--- src/rtl/ssc_pkg.sv ---
`default_nettype none
package ssc_pkg;

  localparam int unsigned RangeW = 16;
  localparam int unsigned AngleW = 32;
  localparam int unsigned StartW = 16;
  localparam int unsigned StepW  = 14;
  localparam int unsigned CfgIdxW = 3;

  // sector edges in units of 1/8192 rad: 0.5 rad and 1.57 rad
  localparam logic signed [AngleW-1:0] HALF_RAD = 32'sd4096;
  localparam logic signed [AngleW-1:0] EDGE_RAD = 32'sd12861;

  localparam logic signed [AngleW-1:0] ANGLE_SAT_HI = 32'sh7fff_ffff;
  localparam logic signed [AngleW-1:0] ANGLE_SAT_LO = 32'sh8000_0000;

  typedef enum logic [CfgIdxW-1:0] {
    CFG_DIST_FLOOR  = 3'd0,
    CFG_DIST_CEIL   = 3'd1,
    CFG_ANGLE_START = 3'd2,
    CFG_ANGLE_STEP  = 3'd3,
    CFG_SAFETY      = 3'd4
  } cfg_idx_e;

  typedef struct packed {
    logic [RangeW-1:0]        dist_floor;
    logic [RangeW-1:0]        dist_ceil;
    logic signed [StartW-1:0] angle_start;
    logic signed [StepW-1:0]  angle_step;
    logic [RangeW-1:0]        safety_distance;
  } cfg_t;

  typedef struct packed {
    logic [RangeW-1:0] range_sample;
    logic              last_sample;
  } in_item_t;

  typedef struct packed {
    logic [RangeW-1:0] front_clearance;
    logic [RangeW-1:0] left_clearance;
    logic [RangeW-1:0] right_clearance;
    logic              obstacle_flag;
  } out_item_t;

endpackage
`default_nettype wire

--- src/rtl/ssc_cfg_regs.sv ---
`default_nettype none
module ssc_cfg_regs (
  input  wire logic                           clk_i,
  input  wire logic                           rst_ni,
  input  wire logic                           cfg_we_i,
  input  wire logic [ssc_pkg::CfgIdxW-1:0]    cfg_idx_i,
  input  wire logic [ssc_pkg::RangeW-1:0]     cfg_wdata_i,
  output ssc_pkg::cfg_t                       cfg_o
);

  ssc_pkg::cfg_t cfg_d, cfg_q;

  always_comb begin
    cfg_d = cfg_q;
    if (cfg_we_i) begin
      unique case (cfg_idx_i)
        ssc_pkg::CFG_DIST_FLOOR:  cfg_d.dist_floor = cfg_wdata_i;
        ssc_pkg::CFG_DIST_CEIL:   cfg_d.dist_ceil = cfg_wdata_i;
        ssc_pkg::CFG_ANGLE_START: cfg_d.angle_start = cfg_wdata_i[ssc_pkg::StartW-1:0];
        ssc_pkg::CFG_ANGLE_STEP:  cfg_d.angle_step = cfg_wdata_i[ssc_pkg::StepW-1:0];
        ssc_pkg::CFG_SAFETY:      cfg_d.safety_distance = cfg_wdata_i;
        default: ;
      endcase
    end
  end

  always_ff @(posedge clk_i or negedge rst_ni) begin
    if (!rst_ni) begin
      cfg_q.dist_floor      <= 16'd100;
      cfg_q.dist_ceil       <= 16'd12000;
      cfg_q.angle_start     <= -16'sd25736;
      cfg_q.angle_step      <= 14'sd143;
      cfg_q.safety_distance <= 16'd500;
    end else begin
      cfg_q <= cfg_d;
    end
  end

  assign cfg_o = cfg_q;

endmodule
`default_nettype wire

--- src/rtl/ssc_sector_track.sv ---
`default_nettype none
module ssc_sector_track (
  input  wire logic              clk_i,
  input  wire logic              rst_ni,
  input  wire ssc_pkg::cfg_t     cfg_i,
  input  wire logic              proc_i,
  input  wire ssc_pkg::in_item_t item_i,
  output ssc_pkg::out_item_t     res_o
);

  localparam int unsigned RW = ssc_pkg::RangeW;
  localparam int unsigned AW = ssc_pkg::AngleW;

  logic [RW-1:0] front_d, front_q, left_d, left_q, right_d, right_q;
  logic signed [AW-1:0] angle_d, angle_q;
  logic start_d, start_q;

  logic [RW-1:0] front_c, left_c, right_c, r;
  logic signed [AW-1:0] a;
  logic signed [AW:0] sum;
  logic in_range, in_left, in_right, in_front;
  logic [RW+2:0] left_x5, right_x5, safety_x3;

  always_comb begin
    r = item_i.range_sample;
    // first sample of a scan starts from the distance ceiling and angle_start
    if (start_q) begin
      front_c = cfg_i.dist_ceil;
      left_c  = cfg_i.dist_ceil;
      right_c = cfg_i.dist_ceil;
      a = AW'(cfg_i.angle_start);
    end else begin
      front_c = front_q;
      left_c  = left_q;
      right_c = right_q;
      a = angle_q;
    end

    in_range = (r >= cfg_i.dist_floor) && (r <= cfg_i.dist_ceil);
    in_left  = (a < -ssc_pkg::HALF_RAD) && (a >= -ssc_pkg::EDGE_RAD);
    in_right = (a > ssc_pkg::HALF_RAD) && (a <= ssc_pkg::EDGE_RAD);
    in_front = (a >= -ssc_pkg::HALF_RAD) && (a <= ssc_pkg::HALF_RAD);

    front_d = front_c;
    left_d  = left_c;
    right_d = right_c;
    if (in_range && in_left && (r < left_c)) left_d = r;
    if (in_range && in_right && (r < right_c)) right_d = r;
    if (in_range && in_front && (r < front_c)) front_d = r;

    sum = (AW+1)'(a) + (AW+1)'(cfg_i.angle_step);
    if (sum[AW] != sum[AW-1]) begin
      angle_d = sum[AW] ? ssc_pkg::ANGLE_SAT_LO : ssc_pkg::ANGLE_SAT_HI;
    end else begin
      angle_d = sum[AW-1:0];
    end

    start_d = item_i.last_sample;

    left_x5   = {1'b0, left_d, 2'b00} + (RW+3)'(left_d);
    right_x5  = {1'b0, right_d, 2'b00} + (RW+3)'(right_d);
    safety_x3 = {2'b00, cfg_i.safety_distance, 1'b0} + (RW+3)'(cfg_i.safety_distance);

    res_o.front_clearance = front_d;
    res_o.left_clearance  = left_d;
    res_o.right_clearance = right_d;
    res_o.obstacle_flag   = (front_d < cfg_i.safety_distance) ||
                            (left_x5 < safety_x3) || (right_x5 < safety_x3);
  end

  always_ff @(posedge clk_i or negedge rst_ni) begin
    if (!rst_ni) begin
      front_q <= '0;
      left_q  <= '0;
      right_q <= '0;
      angle_q <= '0;
      start_q <= 1'b1;
    end else if (proc_i) begin
      front_q <= front_d;
      left_q  <= left_d;
      right_q <= right_d;
      angle_q <= angle_d;
      start_q <= start_d;
    end
  end

  a_start_after_last: assert property (@(posedge clk_i) disable iff (!rst_ni)
    proc_i && item_i.last_sample |=> start_q)
    else $error("scan start not armed after last item");

  a_no_start_mid_scan: assert property (@(posedge clk_i) disable iff (!rst_ni)
    proc_i && !item_i.last_sample |=> !start_q)
    else $error("scan start armed in mid scan");

endmodule
`default_nettype wire

--- src/rtl/scan_sector_clearance.sv ---
// Laser scan sector clearance: takes one range sample per item and keeps the
// minimum valid range in the left, front and right sectors while stepping the
// beam angle from angle_start by angle_step. The item marked last emits one
// result with the three minima and the obstacle flag. Throughput is one item
// per clock unless the input stalls; each item passes an input register, then
// the compare, min and angle accumulate logic, and the result register loads
// when its last item is processed.
// Input stalls only while a finished result waits in the output register and
// the next last item would need that slot.
`default_nettype none
module scan_sector_clearance (
  input  wire logic                         clk_i,
  input  wire logic                         rst_ni,
  input  wire logic                         cfg_we_i,
  input  wire logic [ssc_pkg::CfgIdxW-1:0]  cfg_idx_i,
  input  wire logic [ssc_pkg::RangeW-1:0]   cfg_wdata_i,
  input  wire logic                         in_valid_i,
  output      logic                         in_stall_o,
  input  wire ssc_pkg::in_item_t            in_item_i,
  output      logic                         out_valid_o,
  input  wire logic                         out_stall_i,
  output ssc_pkg::out_item_t                out_item_o
);

  ssc_pkg::cfg_t      cfg;
  ssc_pkg::in_item_t  in_d, in_q;
  ssc_pkg::out_item_t res, out_d, out_q;
  logic in_vld_d, in_vld_q, out_vld_d, out_vld_q;
  logic proc, in_acc;

  ssc_cfg_regs u_cfg (
    .clk_i       (clk_i),
    .rst_ni      (rst_ni),
    .cfg_we_i    (cfg_we_i),
    .cfg_idx_i   (cfg_idx_i),
    .cfg_wdata_i (cfg_wdata_i),
    .cfg_o       (cfg)
  );

  ssc_sector_track u_track (
    .clk_i  (clk_i),
    .rst_ni (rst_ni),
    .cfg_i  (cfg),
    .proc_i (proc),
    .item_i (in_q),
    .res_o  (res)
  );

  // a non-last item never needs the output slot
  assign proc = in_vld_q && (!in_q.last_sample || !out_vld_q || !out_stall_i);
  assign in_stall_o = in_vld_q && !proc;
  assign in_acc = in_valid_i && !in_stall_o;

  always_comb begin
    in_d = in_q;
    in_vld_d = in_vld_q;
    if (in_acc) begin
      in_d = in_item_i;
      in_vld_d = 1'b1;
    end else if (proc) begin
      in_vld_d = 1'b0;
    end

    out_d = out_q;
    out_vld_d = out_vld_q;
    if (proc && in_q.last_sample) begin
      out_d = res;
      out_vld_d = 1'b1;
    end else if (!out_stall_i) begin
      out_vld_d = 1'b0;
    end
  end

  always_ff @(posedge clk_i or negedge rst_ni) begin
    if (!rst_ni) begin
      in_vld_q  <= 1'b0;
      out_vld_q <= 1'b0;
    end else begin
      in_vld_q  <= in_vld_d;
      out_vld_q <= out_vld_d;
    end
  end

  always_ff @(posedge clk_i) begin
    in_q  <= in_d;
    out_q <= out_d;
  end

  assign out_valid_o = out_vld_q;
  assign out_item_o  = out_q;

  a_stall_only_on_last: assert property (@(posedge clk_i) disable iff (!rst_ni)
    in_stall_o |-> in_vld_q && in_q.last_sample && out_vld_q && out_stall_i)
    else $error("input stalled without a blocked result");

  a_result_from_last: assert property (@(posedge clk_i) disable iff (!rst_ni)
    $rose(out_vld_q) |-> $past(proc && in_q.last_sample))
    else $error("result offered without a last item");

  a_result_not_lost: assert property (@(posedge clk_i) disable iff (!rst_ni)
    out_vld_q && out_stall_i |=> out_vld_q && $stable(out_q))
    else $error("stalled result dropped or overwritten");

endmodule
`default_nettype wire

--- config.mk ---
export PLATFORM = sky130hd
export DESIGN_NAME = scan_sector_clearance
export DESIGN_NICKNAME = d
export VERILOG_FILES = /design/src/rtl/ssc_pkg.sv /design/src/rtl/ssc_cfg_regs.sv /design/src/rtl/ssc_sector_track.sv /design/src/rtl/scan_sector_clearance.sv
export SDC_FILE = /design/constraint.sdc
export NUM_CORES = 1
export LEC_CHECK = 0
export ABC_CLOCK_PERIOD_IN_PS = 11460
export BUFFER_PORTS_ARGS = -buffer_cell sky130_fd_sc_hd__buf_2
export CAP_MARGIN = 10
export CELL_PAD_IN_SITES_DETAIL_PLACEMENT = 1
export CELL_PAD_IN_SITES_GLOBAL_PLACEMENT = 1
export CORE_MARGIN = 10
export CORE_UTILIZATION = 35
export CTS_CLUSTER_SIZE = 20
export DETAILED_ROUTE_END_ITERATION = 12
export PLACE_DENSITY_LB_ADDON = 0.1
export SLEW_MARGIN = 20
export SYNTH_ARGS = -nofsm -noshare
export SYNTH_HDL_FRONTEND = slang
export SYNTH_SLANG_ARGS = --single-unit
--- constraint.sdc ---
create_clock -name clk_i -period 11.46 [get_ports clk_i]
set_input_delay 3.438 -clock clk_i [delete_from_list [all_inputs] [get_ports clk_i]]
set_output_delay 3.438 -clock clk_i [all_outputs]
set_load 0.005 [all_outputs]
==> results by stage <==
Logic synthesis:
- The area fraction in and, or, nand and nor cells after synthesis is between 10 and 15%.
- In the synthesized netlist the dominant register cell turns out to be dfrtp_1.
- The synthesized netlist occupies a cell area of between 15,000 and 20,000 µm².
- Yosys instantiated no cell more often than ha_1.
- Counting instances in the post-synthesis netlist gives the leading cell types as ha_1 (202), nand2_1 (199), o21ai_0 (176).
- After synthesis, the share of flip-flops with an asynchronous set or reset is ~71%.
- The synthesized instance count is 1,775.
- After synthesis the netlist holds a flip-flop and latch count of 227.
- Summing the areas of all compound-gate instances in the mapped netlist gives 18.3% of the synthesized area.
- The average cell area after synthesis is 9.35 µm².
- The count of flip-flops with a built-in enable after synthesis is between 60 and 70.
- The number of nets in the synthesized netlist is ~2.0k.
- The Yosys warning count is 0.
- The area share of the leading cell type in the synthesized netlist is between 10% and 20%.
- dfrtp_1 takes more of the synthesized area than any other cell.
- The number of distinct library cells after synthesis is between 70 and 80.
- After Yosys synthesis, XOR and XNOR cells account for under 10% of the synthesized area.
- By area, the combinational part of the netlist is dominated by compound AO/OA/AOI/OAI gates.
- The multiplexer share of the synthesized area is 6.84%.
- Of the synthesized area, sequential elements account for a little over a third.
- Summing the areas of all fa, ha and maj instances in the mapped netlist gives between 15 and 20% of the synthesized area.
- After synthesis, the cell types taking the most area are dfrtp_1 (20%), ha_1 (15%), edfxtp_1 (12%).

Timing:
- The total count of hold-check failures in the final report is 0.
- The worst hold margin is about 0.48 ns.
- Setup repair after global routing left no endpoint under its margin.
- Timing would allow up to between 100 and 150 MHz.
- In this run the tightest slew margin relative to its limit is about 34%.
- The final critical path time including I/O delays and setup is roughly 9 ns.
- The slew at the pin with the worst max-slew slack is between 0.9 and 1 ns.
- The post-route worst setup slack is roughly 2.5 ns.
- The total negative slack for setup checks is 0 ns.
- The number of max-slew violations in the final report is 0.
- The worst clock skew is about 0.040 ns.
- Setup violations remaining at the end of the flow were counted as 0.
- The share of the cycle needed by the critical path after routing is 77.8%.

Floorplan:
- In this run the standard cell core region covers 46,800 µm².
- The number of placed I/O pins is 92.
- The die height is roughly 240 µm.
- The floorplan die width is 238 µm.
- The initial utilization of the core area, before any placement, comes to around 36%.
- The floorplan step defined a die boundary enclosing between 50,000 and 60,000 µm².
- The standard-cell row count is about 80.

Cells and area:
- After the flow finishes, the layout carries non-filler instances totaling 2,487.
- Cells fill between 30% and 40% of the core in the end.
- The count of nets after finishing is around 2.1k.
- The area of all placed cells without fillers is 18,700 µm².
- Counting the fill cells in the layout gives approximately 5.4k.
- Of the cells placed in the final design, the portion with a size suffix greater than 1 is between 10 and 15%.
- The synthesis-to-layout area growth is 12.6%.
- The number of diodes is 0.

Clock network:
- The tree built by TritonCTS fans out to around 230 sinks.
- In this run, CTS created clock tree buffers numbering 28.
- In this run, post-CTS repair resized a total of 0 instances.
- The later pin in the worst-skew pair is clocked with a latency of around 0.6 ns.
- The clock passes through at most 3 buffers.
- TritonCTS built the clock tree.
- In this run, post-CTS hold repair placed 0 buffers.
- The number of setup buffers added after CTS is 0.
- The library cell used as clock root buffer is clkbuf_16.
- CTS built an H-tree with a depth of 1.
- After clock tree synthesis, the clock-pin slew on the worst setup and hold paths is ~0.060 ns.

Setup path:
- The type of origin of the critical path is a flop.
- On the worst path, the slowest cell contributes a delay of 0.95 ns.
- The required time of the critical path is ~12 ns.
- The maximum fanout along the worst path is 75.
- The most numerous cell type found on the critical path is nor2_1.
- The worst path arrival time is slightly above 9 ns.
- The critical path endpoint category is a flop.
- The cell with the largest stage delay on the worst path is dfstp_4.
- The critical path in this run is classified as flop to flop.

Route:
- The detailed router placed about 14k vias in this run.
- The routed design has about 57,000 µm of wire.
- The initial DRC count is ~640.
- The number of vias per cell is about 5.4.
- The first-pass detailed-route iteration total is 5.
- In the routed design, unresolved DRC markers number 0.
- The count of nets left with antenna violations once routing finished came out at 0.
- In the final routed layout, each cell accounts on average for around 23 µm.

Global route:
- The first-pass GRT wire length is about 87,000 µm.
- After global routing the overflow that remains totals 0.
- Entering global routing, the biggest net connects 80 pins.
- Global routing used slightly below 20% of the available tracks across all layers.
- The via count of the first global-routing pass is approximately 14k.
- The number of antenna violations at the first check in global routing is 1.

Power:
- The power per cell area is between 200 and 300 nW/µm².
- IR analysis of the VDD net gives a maximum drop of 109 µV.
- The leakage power of the design is 8.37 nW.
- After layout, the design draws a total of roughly 5 mW.

Placement:
- The number of port buffers is a little over 90.
- The wire-length estimate of the detail-placed layout is roughly 44,000 µm.
- The weighted congestion reported at the end of routability-driven placement is around 0.86.
- Counting tap cells, the placed design contains a total of 2,435 instances.
- The placed instances occupy a cell area of around 18,000 µm².
- The setup slack at placement is ~2.7 ns.

Run status:
- The run finished with clean final reports.

Hold path:
- In this run the worst hold path is classified as flop to flop.

Job:
- Across the run, the number of max-cap violations was 0.
==> registers in the layout, indices dropped and copies added, names as in the netlist <==
register / count
u_track.start_q: 1
u_cfg.cfg_o: 78
u_track.angle_q: 32
in_q: 17
out_item_o: 49
out_valid_o: 1
u_track.front_q: 16
u_track.left_q: 16
u_track.right_q: 16
in_vld_q: 1
==> worst max-delay path, delay by kind of cell, from the launching register on <==
family | cells | cell delay [ns]
AO/OA/AOI/OAI | 12 | 3.50
buffers and inverters | 1 | 0.76
adder cells (fa/ha/maj) | 3 | 1.02
AND/OR/NAND/NOR | 12 | 2.47
flip-flops | 1 | 0.95
==> placed cells by master (no fill, tap or decap), types with 35 or more instances in the layout <==
cell and count:
a21oi_1 116, nand2_1 198, xnor2_1 46, dfrtp_1 130
nand3_1 35, nor2_1 71, buf_2 90, a21o_1 55
edfxtp_1 66, mux2_2 58, ha_1 202, mux2i_1 47
o21ai_0 176, inv_1 138
==> kinds of logic after synthesis <==
family	count (synthesis)
simple gates	451
fa+ha+maj	231
flops	227
buf+inv	197
mux	106
xor+xnor	72
compound gates	491
==> layout make-up <==
cell class	instances	area, µm²	area share (%)
sequential	227	6050	32.4
inverter	138	518	2.77
clock buffer	46	880	4.71
timing repair buffer	112	619	3.31
multi-input combinational	1351	9800	52.4
clock inverter	6	61.3	0.328
tap	607	759	4.06
==> worst paths after layout <==
| path | from | endpoint | slack (ns) | depth (start not counted) |
|---|---|---|---|---|
| worst min register to register | u_track.right_q[0] | u_track.right_q[0] | 0.48 | 2 |
| worst min-delay path | u_track.right_q[0] | u_track.right_q[0] | 0.48 | 2 |
| min in group asynchronous | rst_ni | u_track.angle_q[4] | 2.75 | 1 |
| max in group asynchronous | rst_ni | u_track.right_q[9] | 7.39 | 2 |
| worst max register to register | u_track.start_q | out_item_o[0] | 2.54 | 28 |
| worst max-delay path | u_track.start_q | out_item_o[0] | 2.54 | 28 |
==> per-layer routing <==
layer,track usage (%),routed length [µm],vias to the layer above
met2,34.7,27600,160
met1,25.8,26400,6683
li1,-,-,6623
met4,4.37,1000,0
met3,1.98,1540,45
met5,0,0,-
==> power by group <==
| part | switching, mW | total [mW] | internal (mW) |
|---|---|---|---|
| Sequential | 0.190 | 1.27 | 1.08 |
| Clock | 0.371 | 0.895 | 0.524 |
| Combinational | 1.63 | 2.79 | 1.16 |
| Total | 2.19 | 4.95 | 2.77 |
No activity file was read; power rests on OpenSTA's default activity.
